==> src/rtl/assert_macros.svh <==
// ----------------------------------------------------------------------------
// Assertion macros
// Shared concurrent assertion forms. Define NO_ASSERTIONS to leave them out.
// ----------------------------------------------------------------------------
`ifndef ASSERT_MACROS_SVH
`define ASSERT_MACROS_SVH

`ifndef NO_ASSERTIONS
// The consequent must hold in the same cycle as the antecedent.
`define ASSERT_IMP(lbl, clk, rstn, ante, cons) \
    lbl: assert property (@(posedge clk) disable iff (!rstn) (ante) |-> (cons)) \
        else $error("assertion failed");
// The consequent must hold in the cycle after the antecedent.
`define ASSERT_NEXT(lbl, clk, rstn, ante, cons) \
    lbl: assert property (@(posedge clk) disable iff (!rstn) (ante) |=> (cons)) \
        else $error("assertion failed");
`else
`define ASSERT_IMP(lbl, clk, rstn, ante, cons)
`define ASSERT_NEXT(lbl, clk, rstn, ante, cons)
`endif

`endif

==> src/rtl/srt_pkg.sv <==
// ----------------------------------------------------------------------------
// srt_pkg
// Shared types and constants of the segment region table.
// ----------------------------------------------------------------------------
package srt_pkg;

    localparam int MAX_SEGMENTS_DEF = 16;
    localparam int PAGE_BITS_DEF    = 10;
    localparam int ADDR_BITS_DEF    = 25;

    localparam int OP_W  = 2;
    localparam int ACC_W = 2;

    localparam logic [OP_W-1:0] OP_CREATE = 2'd0;
    localparam logic [OP_W-1:0] OP_DELETE = 2'd1;
    localparam logic [OP_W-1:0] OP_LOOKUP = 2'd2;

    // Control part of the request token that walks along the cell row.
    typedef struct packed {
        logic             valid;
        logic [OP_W-1:0]  op;
        logic             trap;
        logic             found;
        logic [ACC_W-1:0] acc;
    } tok_t;

    // Commands broadcast to every cell when the token leaves the row.
    typedef struct packed {
        logic write;
        logic release_claim;
    } cmt_t;

endpackage

==> src/rtl/srt_cell.sv <==
// ----------------------------------------------------------------------------
// srt_cell
// One table slot: holds a segment and updates the passing request token.
// ----------------------------------------------------------------------------
module srt_cell
    import srt_pkg::*;
#(
    parameter int PAGE_W = ADDR_BITS_DEF - PAGE_BITS_DEF
)
(
    input  logic              clk,
    input  logic              rst_n,
    input  tok_t              tok_in,
    input  logic [PAGE_W-1:0] page_in,
    output tok_t              tok_out,
    output logic [PAGE_W-1:0] page_out,
    input  logic [PAGE_W-1:0] req_page,
    input  logic [PAGE_W-1:0] req_end,
    input  logic [ACC_W-1:0]  req_acc,
    input  cmt_t              cmt,
    output logic              claimed
);

    logic              valid_reg;
    logic              valid_next;
    logic              claim_reg;
    logic              claim_next;
    logic [PAGE_W-1:0] start_reg;
    logic [PAGE_W-1:0] end_reg;
    logic [ACC_W-1:0]  acc_reg;
    tok_t              tok_reg;
    tok_t              tok_next;
    logic [PAGE_W-1:0] page_reg;
    logic [PAGE_W-1:0] page_next;
    logic              contains;
    logic              overlaps;

    // Page units suffice: a page-aligned bound compares with the probe's page.
    assign contains = valid_reg && (start_reg <= req_page) && (end_reg > req_page);
    assign overlaps = contains ||
                      (valid_reg && (req_page <= start_reg) && (req_end > start_reg));

    always_comb
    begin
        tok_next   = tok_in;
        page_next  = page_in;
        valid_next = valid_reg;
        claim_next = claim_reg;
        if (tok_in.valid)
        begin
            unique case (tok_in.op)
                OP_CREATE:
                begin
                    if (overlaps)
                    begin
                        tok_next.trap = 1'b1;
                    end
                    if (!valid_reg && !tok_in.found)
                    begin
                        tok_next.found = 1'b1;
                        claim_next     = 1'b1;
                    end
                end
                OP_DELETE:
                begin
                    if (!tok_in.trap && !tok_in.found && valid_reg && start_reg == req_page)
                    begin
                        tok_next.found = 1'b1;
                        valid_next     = 1'b0;
                    end
                end
                OP_LOOKUP:
                begin
                    if (!tok_in.found && contains)
                    begin
                        tok_next.found = 1'b1;
                        tok_next.acc   = acc_reg;
                        page_next      = start_reg;
                    end
                end
                default:
                begin
                end
            endcase
        end
        if (cmt.write && claim_reg)
        begin
            valid_next = 1'b1;
        end
        if (cmt.release_claim)
        begin
            claim_next = 1'b0;
        end
    end

    always_ff @(posedge clk or negedge rst_n)
    begin
        if (!rst_n)
        begin
            valid_reg <= 1'b0;
            claim_reg <= 1'b0;
            tok_reg   <= '0;
        end
        else
        begin
            valid_reg <= valid_next;
            claim_reg <= claim_next;
            tok_reg   <= tok_next;
        end
    end

    always_ff @(posedge clk)
    begin
        page_reg <= page_next;
        if (cmt.write && claim_reg)
        begin
            start_reg <= req_page;
            end_reg   <= req_end;
            acc_reg   <= req_acc;
        end
    end

    assign tok_out  = tok_reg;
    assign page_out = page_reg;
    assign claimed  = claim_reg;

endmodule

==> src/rtl/segment_region_table_unit.sv <==
// ----------------------------------------------------------------------------
// segment_region_table_unit
// Table of virtual memory segments with create, delete and lookup requests.
// ----------------------------------------------------------------------------
// Usage: a request transaction (opcode, start_address, page_count,
// access_kind) is taken on the in channel when in_valid is high and in_stall
// is low. Every request produces exactly one result transaction (status,
// hit_access, hit_start_page) on the out channel, taken when out_valid is
// high and out_stall is low.
// A request token walks the row of MAX_SEGMENTS slot cells, one cell per
// cycle: it is registered at the row's entry, then in each cell in turn,
// and its result is registered on the out channel or parked behind it. No
// new request is taken until the walk of the last one has ended.
// in_stall is high while a walk is under way and while a finished result is
// parked behind an output that the receiver is stalling; one result may wait
// on the out channel while the next request walks the row.
// Reset empties the table and drops any request in flight; no clearing pass
// is needed, the block takes requests from the first cycle after reset.
// ----------------------------------------------------------------------------
`include "assert_macros.svh"

module segment_region_table_unit
    import srt_pkg::*;
#(
    parameter int MAX_SEGMENTS = MAX_SEGMENTS_DEF,
    parameter int PAGE_BITS    = PAGE_BITS_DEF,
    parameter int ADDR_BITS    = ADDR_BITS_DEF,
    localparam int PAGE_W      = ADDR_BITS - PAGE_BITS
)
(
    input  logic                 clk,
    input  logic                 rst_n,
    input  logic                 in_valid,
    output logic                 in_stall,
    input  logic [OP_W-1:0]      opcode,
    input  logic [ADDR_BITS-1:0] start_address,
    input  logic [PAGE_W-1:0]    page_count,
    input  logic [ACC_W-1:0]     access_kind,
    output logic                 out_valid,
    input  logic                 out_stall,
    output logic                 status,
    output logic [ACC_W-1:0]     hit_access,
    output logic [PAGE_W-1:0]    hit_start_page
);

    tok_t              tok_chain  [0:MAX_SEGMENTS];
    logic [PAGE_W-1:0] page_chain [0:MAX_SEGMENTS];
    logic [MAX_SEGMENTS-1:0] tok_live;
    logic [MAX_SEGMENTS-1:0] claim_vec;

    logic              accept;
    logic [PAGE_W-1:0] addr_page;
    logic              misaligned;
    logic [PAGE_W:0]   end_sum;
    logic              trap_init;

    tok_t              tok0_reg;
    logic              busy_reg;
    logic [PAGE_W-1:0] req_page_reg;
    logic [PAGE_W-1:0] req_end_reg;
    logic [ACC_W-1:0]  req_acc_reg;

    tok_t              last;
    logic              finish;
    logic              res_status;
    cmt_t              cmt;

    logic              out_valid_reg;
    logic              out_valid_next;
    logic              pend_valid_reg;
    logic              pend_valid_next;
    logic              out_free;
    logic              load_out_from_res;
    logic              load_out_from_pend;
    logic              out_status_reg;
    logic [ACC_W-1:0]  out_acc_reg;
    logic [PAGE_W-1:0] out_page_reg;
    logic              pend_status_reg;
    logic [ACC_W-1:0]  pend_acc_reg;
    logic [PAGE_W-1:0] pend_page_reg;

    assign in_stall = busy_reg || pend_valid_reg;
    assign accept   = in_valid && !in_stall;

    assign addr_page  = start_address[ADDR_BITS-1:PAGE_BITS];
    assign misaligned = |start_address[PAGE_BITS-1:0];
    assign end_sum    = {1'b0, addr_page} + {1'b0, page_count};

    // Checks that need no table contents are settled before the walk.
    always_comb
    begin
        unique case (opcode)
            OP_CREATE: trap_init = misaligned || end_sum[PAGE_W];
            OP_DELETE: trap_init = misaligned;
            OP_LOOKUP: trap_init = 1'b0;
            default:   trap_init = 1'b1;
        endcase
    end

    always_ff @(posedge clk or negedge rst_n)
    begin
        if (!rst_n)
        begin
            tok0_reg <= '0;
            busy_reg <= 1'b0;
        end
        else
        begin
            tok0_reg.valid <= accept;
            tok0_reg.op    <= opcode;
            tok0_reg.trap  <= trap_init;
            tok0_reg.found <= 1'b0;
            tok0_reg.acc   <= '0;
            if (accept)
            begin
                busy_reg <= 1'b1;
            end
            else if (finish)
            begin
                busy_reg <= 1'b0;
            end
        end
    end

    always_ff @(posedge clk)
    begin
        if (accept)
        begin
            req_page_reg <= addr_page;
            req_end_reg  <= end_sum[PAGE_W-1:0];
            req_acc_reg  <= access_kind;
        end
    end

    assign tok_chain[0]  = tok0_reg;
    assign page_chain[0] = '0;

    for (genvar i = 0; i < MAX_SEGMENTS; i++)
    begin : g_cell
        srt_cell #(
            .PAGE_W (PAGE_W)
        ) u_cell (
            .clk      (clk),
            .rst_n    (rst_n),
            .tok_in   (tok_chain[i]),
            .page_in  (page_chain[i]),
            .tok_out  (tok_chain[i+1]),
            .page_out (page_chain[i+1]),
            .req_page (req_page_reg),
            .req_end  (req_end_reg),
            .req_acc  (req_acc_reg),
            .cmt      (cmt),
            .claimed  (claim_vec[i])
        );
        assign tok_live[i] = tok_chain[i+1].valid;
    end

    assign last       = tok_chain[MAX_SEGMENTS];
    assign finish     = last.valid;
    // Status is set on any trap, and also when create finds no free slot,
    // delete no matching start, or lookup no segment holding the address.
    assign res_status = last.trap || !last.found;

    assign cmt.write         = finish && (last.op == OP_CREATE) && !last.trap && last.found;
    assign cmt.release_claim = finish;

    assign out_free = !out_valid_reg || !out_stall;

    always_comb
    begin
        out_valid_next     = out_valid_reg;
        pend_valid_next    = pend_valid_reg;
        load_out_from_res  = 1'b0;
        load_out_from_pend = 1'b0;
        if (finish)
        begin
            if (out_free)
            begin
                out_valid_next    = 1'b1;
                load_out_from_res = 1'b1;
            end
            else
            begin
                pend_valid_next = 1'b1;
            end
        end
        else if (pend_valid_reg && out_free)
        begin
            out_valid_next     = 1'b1;
            pend_valid_next    = 1'b0;
            load_out_from_pend = 1'b1;
        end
        else if (out_valid_reg && !out_stall)
        begin
            out_valid_next = 1'b0;
        end
    end

    always_ff @(posedge clk or negedge rst_n)
    begin
        if (!rst_n)
        begin
            out_valid_reg  <= 1'b0;
            pend_valid_reg <= 1'b0;
        end
        else
        begin
            out_valid_reg  <= out_valid_next;
            pend_valid_reg <= pend_valid_next;
        end
    end

    always_ff @(posedge clk)
    begin
        if (load_out_from_res)
        begin
            out_status_reg <= res_status;
            out_acc_reg    <= last.acc;
            out_page_reg   <= page_chain[MAX_SEGMENTS];
        end
        else if (load_out_from_pend)
        begin
            out_status_reg <= pend_status_reg;
            out_acc_reg    <= pend_acc_reg;
            out_page_reg   <= pend_page_reg;
        end
        if (finish && !out_free)
        begin
            pend_status_reg <= res_status;
            pend_acc_reg    <= last.acc;
            pend_page_reg   <= page_chain[MAX_SEGMENTS];
        end
    end

    assign out_valid      = out_valid_reg;
    assign status         = out_status_reg;
    assign hit_access     = out_acc_reg;
    assign hit_start_page = out_page_reg;

    `ASSERT_IMP(a_single_token, clk, rst_n, 1'b1, $countones(tok_live) <= 1)
    `ASSERT_IMP(a_token_in_walk, clk, rst_n, finish, busy_reg)
    `ASSERT_IMP(a_write_on_create, clk, rst_n, cmt.write, last.op == OP_CREATE)
    `ASSERT_IMP(a_claim_single, clk, rst_n, 1'b1, $onehot0(claim_vec))
    `ASSERT_IMP(a_pend_behind_out, clk, rst_n, pend_valid_reg, out_valid_reg)

endmodule

==> config.mk <==
export PLATFORM = sky130hd
export DESIGN_NAME = segment_region_table_unit
export DESIGN_NICKNAME = d
export VERILOG_FILES = /design/src/rtl/srt_pkg.sv /design/src/rtl/srt_cell.sv /design/src/rtl/segment_region_table_unit.sv
export VERILOG_INCLUDE_DIRS = /design/src /design/src/rtl
export SDC_FILE = /design/constraint.sdc
export NUM_CORES = 2
export LEC_CHECK = 0
export ABC_CLOCK_PERIOD_IN_PS = 3300
export BUFFER_PORTS_ARGS = -buffer_cell sky130_fd_sc_hd__buf_2
export CORE_ASPECT_RATIO = 0.75
export CORE_MARGIN = 1.5
export CORE_UTILIZATION = 50
export CTS_CLUSTER_DIAMETER = 200
export DETAILED_ROUTE_END_ITERATION = 7
export GPL_ROUTABILITY_DRIVEN = 0
export MAX_ROUTING_LAYER = met4
export PLACE_DENSITY_LB_ADDON = 0.12
export SLEW_MARGIN = 20
export SYNTH_ARGS = -nofsm -noshare
export SYNTH_HDL_FRONTEND = slang
export SYNTH_SLANG_ARGS = --single-unit
==> constraint.sdc <==
create_clock -name clk -period 3.3 [get_ports clk]
set_clock_uncertainty 0.05 [all_clocks]
set_input_delay 0.495 -clock clk [delete_from_list [all_inputs] [get_ports clk]]
set_output_delay 0.495 -clock clk [all_outputs]
set_load 0.005 [all_outputs]
Yosys cells after proc, flatten, opt, wreduce, memory -nomap -nowiden
Cells that the tools add are included.
Widths: inputs -> output; s select.
{ "word_totals": {"reg_bits": 971, "output_inout_bits": 20, "word_cells": 1019} }
{ "op_classes": {"n_addsub": 1, "n_lt_le_gt_ge": 64, "eq_ne": 53, "muxes": 321, "reduce_logical": 389} }
{ "ops": {"columns": ["cell", "count"], "rows": [
  ["$mux 15", 47],
  ["$gt 15x15->1", 32],
  ["$le 15x15->1", 32],
  ["$eq 15x15->1", 16],
  ["$mux 1", 207],
  ["$reduce_bool 2->1", 98],
  ["$logic_and 1x1->1", 164],
  ["$reduce_and 3->1", 33],
  ["$mux 4", 16],
  ["$logic_not 1->1", 52],
  ["$pmux 1 s3", 17],
  ["$mux 3", 16],
  ["$logic_not 2->1", 18],
  ["$mux 2", 18],
  ["$eq 2x1->1 const B", 17],
  ["$eq 2x2->1 const B", 17],
  ["$logic_or 1x1->1", 20],
  ["$add 15x15->16", 1],
  ["$reduce_or 10->1", 1],
  ["$ne 2x2->1 const B", 2],
  ["$reduce_and 2->1", 2],
  ["$reduce_bool 3->1", 1],
  ["$ne 2x1->1 const B", 1]
]} }

Depth between registers and ports, before layout
{ "logic_depth": {"depth_word": 8, "mapped_depth": 10, "depth_no_buf": 10} }

Hierarchy
Synthesis repeated with hierarchy kept, for this count alone.
{ "unflattened": {"cells_unflattened": 4127, "area_unflattened_um2": 50669.8} }
{ "by_module_without_submodules": {"columns": ["mod", "n_inst", "cells_per_inst", "area_each_um2", "seq_area_each_um2"], "rows": [
  ["srt_cell (g_cell[0].u_cell ...)", 15, 243, 2955.3, 1486.4],
  ["segment_region_table_unit", 1, 236, 3352.0, 2217.1],
  ["srt_cell (g_cell[9].u_cell)", 1, 246, 2987.9, 1486.4]
]} }

Worst setup path before layout
Ideal clock, no wire load.
{ "synth_path": {"kind": "reg2reg", "start": "reg req_page_reg[1]", "end": "reg g_cell[12].u_cell.page_reg[10]", "setup_time_ps": 121, "arrival_ps": 3210, "required_ps": 3129, "path_slack_ps": -80, "stages_incl_launch_ff": 11, "path_buffers": 1, "synth_period_minus_slack_ps": 3380, "path_cell_list": "edfxtp_1 > inv_1 > ha_1 > nor2b_1 > o21ai_0 > a21oi_1 > a2111oi_0 > o31ai_1 > nand3_1 > buf_4 > mux2_2"} }
{ "synth_via": {"elab_chain_len": 7, "word_cells_on_any_way": 8, "classes_between": "order compare: 2; mux: 3; reduce/logical: 3"} }
{ "synth_rtl": {"columns": ["element", "line_no", "rtl"], "rows": [
  ["start, declared", "segment_region_table_unit.sv:59", "logic [PAGE_W-1:0] req_page_reg;"],
  ["start signal, assigned", "segment_region_table_unit.sv:129", "req_page_reg <= addr_page;"],
  ["$le 15x15->1", "srt_cell.sv:39", "assign contains = valid_reg && (start_reg <= req_page) && (end_reg > req_page);"],
  ["$logic_and 1x1->1", "srt_cell.sv:39", null],
  ["$logic_and 1x1->1 *", "srt_cell.sv:39", null],
  ["$logic_and 1x1->1 *", "srt_cell.sv:74", "if (!tok_in.found && contains)"],
  ["$mux 15 *", "srt_cell.sv:74", null],
  ["$mux 15 *", "srt_cell.sv:51", "unique case (tok_in.op)"],
  ["$mux 15 *", "srt_cell.sv:49", "if (tok_in.valid)"],
  ["via g_cell[12].u_cell.page_next[10]", "srt_cell.sv:34", "logic [PAGE_W-1:0] page_next;"],
  ["end signal, assigned", "srt_cell.sv:114", "page_reg <= page_next;"],
  ["end, declared", "srt_cell.sv:33", "logic [PAGE_W-1:0] page_reg;"]
]} }
The timed path passes the listed nets; every way through them passes the cells marked *.
A chain may end at the register's enable or synchronous reset.

==> results.yml <==
placement:
  hpwl_mm: 94.6
  dp_slack_ns: 0.116
  port_buffers: 67
  place_inst: 5358
  placed_cell_area_um2: 52400
clock_tree:
  htree_levels: 3
  cts_root_buf: "clkbuf_16"
  clk_latency_ns: 0.70
  cts_tree: "built"
  cts.clk_slew.worst_paths_ns: 0.06
  cts_buffer_depth: 3
  cts_buffers: 97
  postCtsSetupBuffers: 0
  cts_sinks: 971
yosys:
  synthArstFlopShare_pct: 15.6
  netlist_area_um2: 48600
  synth.most_common_cell: "ha_1"
  synthFlopType: "edfxtp_1"
  synth_cells: 3831
  synth_top_area_share_pct: 35.8
  synth_nets: 4615
  synth_top_cells_by_count: "ha_1 (735), edfxtp_1 (580), inv_1 (332)"
  synth.yosys.seq_area_share_pct: 53.5
  yosys_warnings: 0
  synth-edff-count: 580
  avgSynthCellArea_um2: 12.7
  ys_ff_latch: 971
  synth_area_leaders: "edfxtp_1 (36%), ha_1 (19%), dfxtp_1 (9.9%)"
  synth_cell_types: 80
  synth_top_cell_by_area: "edfxtp_1"
worst_setup_path:
  arrival_ns: 3.63
  cp.required_ns: 3.81
  reg2regPathDepth: 11
  worstPathMaxFanout: 17
  cp-start-kind: "register"
  end_kind: "register"
  path_class: "register to register"
floorplan:
  dieArea_um2: 99100
  die_w_um: 363
  rows: 98
  coreArea_um2: 95900
  io_pins: 68
  initial_core_util_pct: 50.7
  die_h_um: 273
drt:
  drc_errors: 0
  ant_nets: 0
  via_count: 32100
  via_per_inst: 5.78
  drt_iter0_markers: 2921
  drt-pass1-iter-count: 5
  wl_per_cell_um: 24.3
  wl_mm: 135
global_route:
  grt.overflow.total: 0
  grt_pass1_wl_mm: 200
  grt_pass1_vias: 30700
  gr-usage-all-layers_pct: 28.3
  grt_max_degree: 90
  grt_antenna_before_repair: 7
min_path:
  hold_path_class: "primary input to register"
  hold_depth: 3
sta:
  hold_viol: 0
  rsz0062_at_grt: "false"
  max_freq_mhz: 320
  tightestPinTransition_ns: 1.01
  period_share_pct: 94.6
  period_needed_ns: 3.12
  finalMaxSlewViolations: 0
  tns_ns: 0
  setup_viol: 0
  fin_ws_ns: 0.178
  slew_headroom_pct: 32.3
finish:
  num_antenna_cells: 0
  finalNonFillerCells: 5557
  syn_to_final_growth_pct: 14.8
  fin_nets: 4958
  drive_above_1_share_pct: 16.6
  fin_area_um2: 55800
  fillers: 7826
power:
  power_density_nw_per_um2: 567
  leakagePower_uw: 0.0243
  peakVddDrop_uv: 447
  seq_power_share_pct: 45.3
  total_power_uw: 31600
  p_clk_share_pct: 35.2
  switching_share_pct: 29.2
  comb_power_share_pct: 19.5
  internal-power_uw: 22400
  power_switching_uw: 9240
run:
  max-cap-violations: 0
outcome:
  outcome: "complete, no violations"
[worst max-delay path: stages (launching register included)]
cell and delay, ns:
edfxtp_1 0.49, inv_1 0.12, buf_12 0.17, buf_4 0.18, ha_1 0.27, nand2_1 0.06
or3_1 0.49, o31a_1 0.35, nor4b_1 0.16, nand3_2 0.10, buf_12 0.17, mux2_2 0.35
[final cells by class]
class	instances	area, µm²	share of cell area, %
multi-input combinational	2506	21300	38.1
tap	1300	1630	2.92
clock inverter	46	483	0.866
clock buffer	136	2710	4.85
sequential	971	26000	46.6
inverter	332	1250	2.23
timing repair buffer	266	2480	4.44
[power by group through the flow]
stage               registers (µW)  logic (µW)  clock network, µW
CTS                          14300        6100              11300
finish                       14300        6170              11100
global route                 14400        6820              11800
floorplan                    14600        3090                  0
detailed placement           14600        6050                  0
global placement             14600        5920                  0
[metrics by stage]
step	util [%]	hold WS (ns)
after floorplan	-	0.149
after detailed placement	54.7	0.337
after global routing	58.2	0.0422
after CTS	58.2	0.00641
final	58.2	0.0573
after global placement	54.7	0.331
[cell usage in the layout (no fill, tap or decap), types with 17 or more instances in the layout]
| cell | synthesis | final |
|---|---|---|
| ha_1 | 735 | 735 |
| edfxtp_1 | 580 | 580 |
| inv_1 | 332 | 332 |
| a21oi_1 | 262 | 261 |
| mux2_2 | 247 | 247 |
| dfxtp_1 | 240 | 240 |
| o21ai_0 | 165 | 165 |
| dfrtp_1 | 151 | 151 |
| nor2_1 | 141 | 140 |
| buf_4 | 2 | 133 |
| nand3_1 | 114 | 114 |
| nand4_1 | 102 | 102 |
| clkbuf_16 | 0 | 98 |
| a21o_1 | 97 | 97 |
| nand2_1 | 97 | 97 |
| nor2b_1 | 78 | 78 |
| buf_2 | 8 | 66 |
| buf_12 | 0 | 47 |
| nor4_1 | 32 | 31 |
| clkbuf_1 | 5 | 27 |
| a31oi_1 | 25 | 25 |
| a211oi_1 | 24 | 24 |
| mux2_4 | 24 | 24 |
| nand2b_1 | 23 | 23 |
| and2_1 | 23 | 23 |
| and3_1 | 22 | 22 |
| o21bai_1 | 21 | 21 |
| nor3_1 | 20 | 20 |
| o21a_1 | 19 | 19 |
| nand3b_1 | 19 | 19 |
| clkinv_2 | 0 | 18 |
| a221oi_1 | 17 | 17 |
| dlygate4sd3_1 | 0 | 17 |
[per-layer routing]
metal  share of wire (%)  GRT usage [%]
met5                   0              -
met4                 2.0           5.69
met1                  49           43.4
met2                  40           37.7
met3                 9.2           6.58
[logic make-up (layout without fill, tap and decap cells)]
logic type / Yosys count / count (layout) / synth area share, %
flip-flops: 971 / 971 / 53.5
AND/OR/NAND/NOR: 750 / 750 / 8.60
multiplexers: 284 / 284 / 6.74
adder cells (fa/ha/maj): 736 / 736 / 19.0
buffers and inverters: 354 / 780 / 2.86
XOR/XNOR: 12 / 12 / 0.216
AO/OA/AOI/OAI: 724 / 724 / 9.15
[worst paths after layout]
check	endpoint	from	slack, ns
worst max register to register	g_cell[13].u_cell.tok_out[1]	req_page_reg[9]	0.18
worst min-delay path	out_valid	out_stall	0.06
min in group asynchronous	g_cell[0].u_cell.claimed	rst_n	0.38
worst max-delay path	g_cell[13].u_cell.tok_out[1]	req_page_reg[9]	0.18
max in group asynchronous	g_cell[11].u_cell.tok_out[0]	rst_n	2.03
worst min register to register	g_cell[7].u_cell.tok_out[4]	g_cell[6].u_cell.tok_out[4]	0.35
[timing repair]
item                                   4_1_cts  5_1_grt
endpoints found under the hold margin      102        0
resized for setup                            0        4
setup endpoints to repair                    0        7
hold buffers                                17        0
No activity file was read; power rests on OpenSTA's default activity.
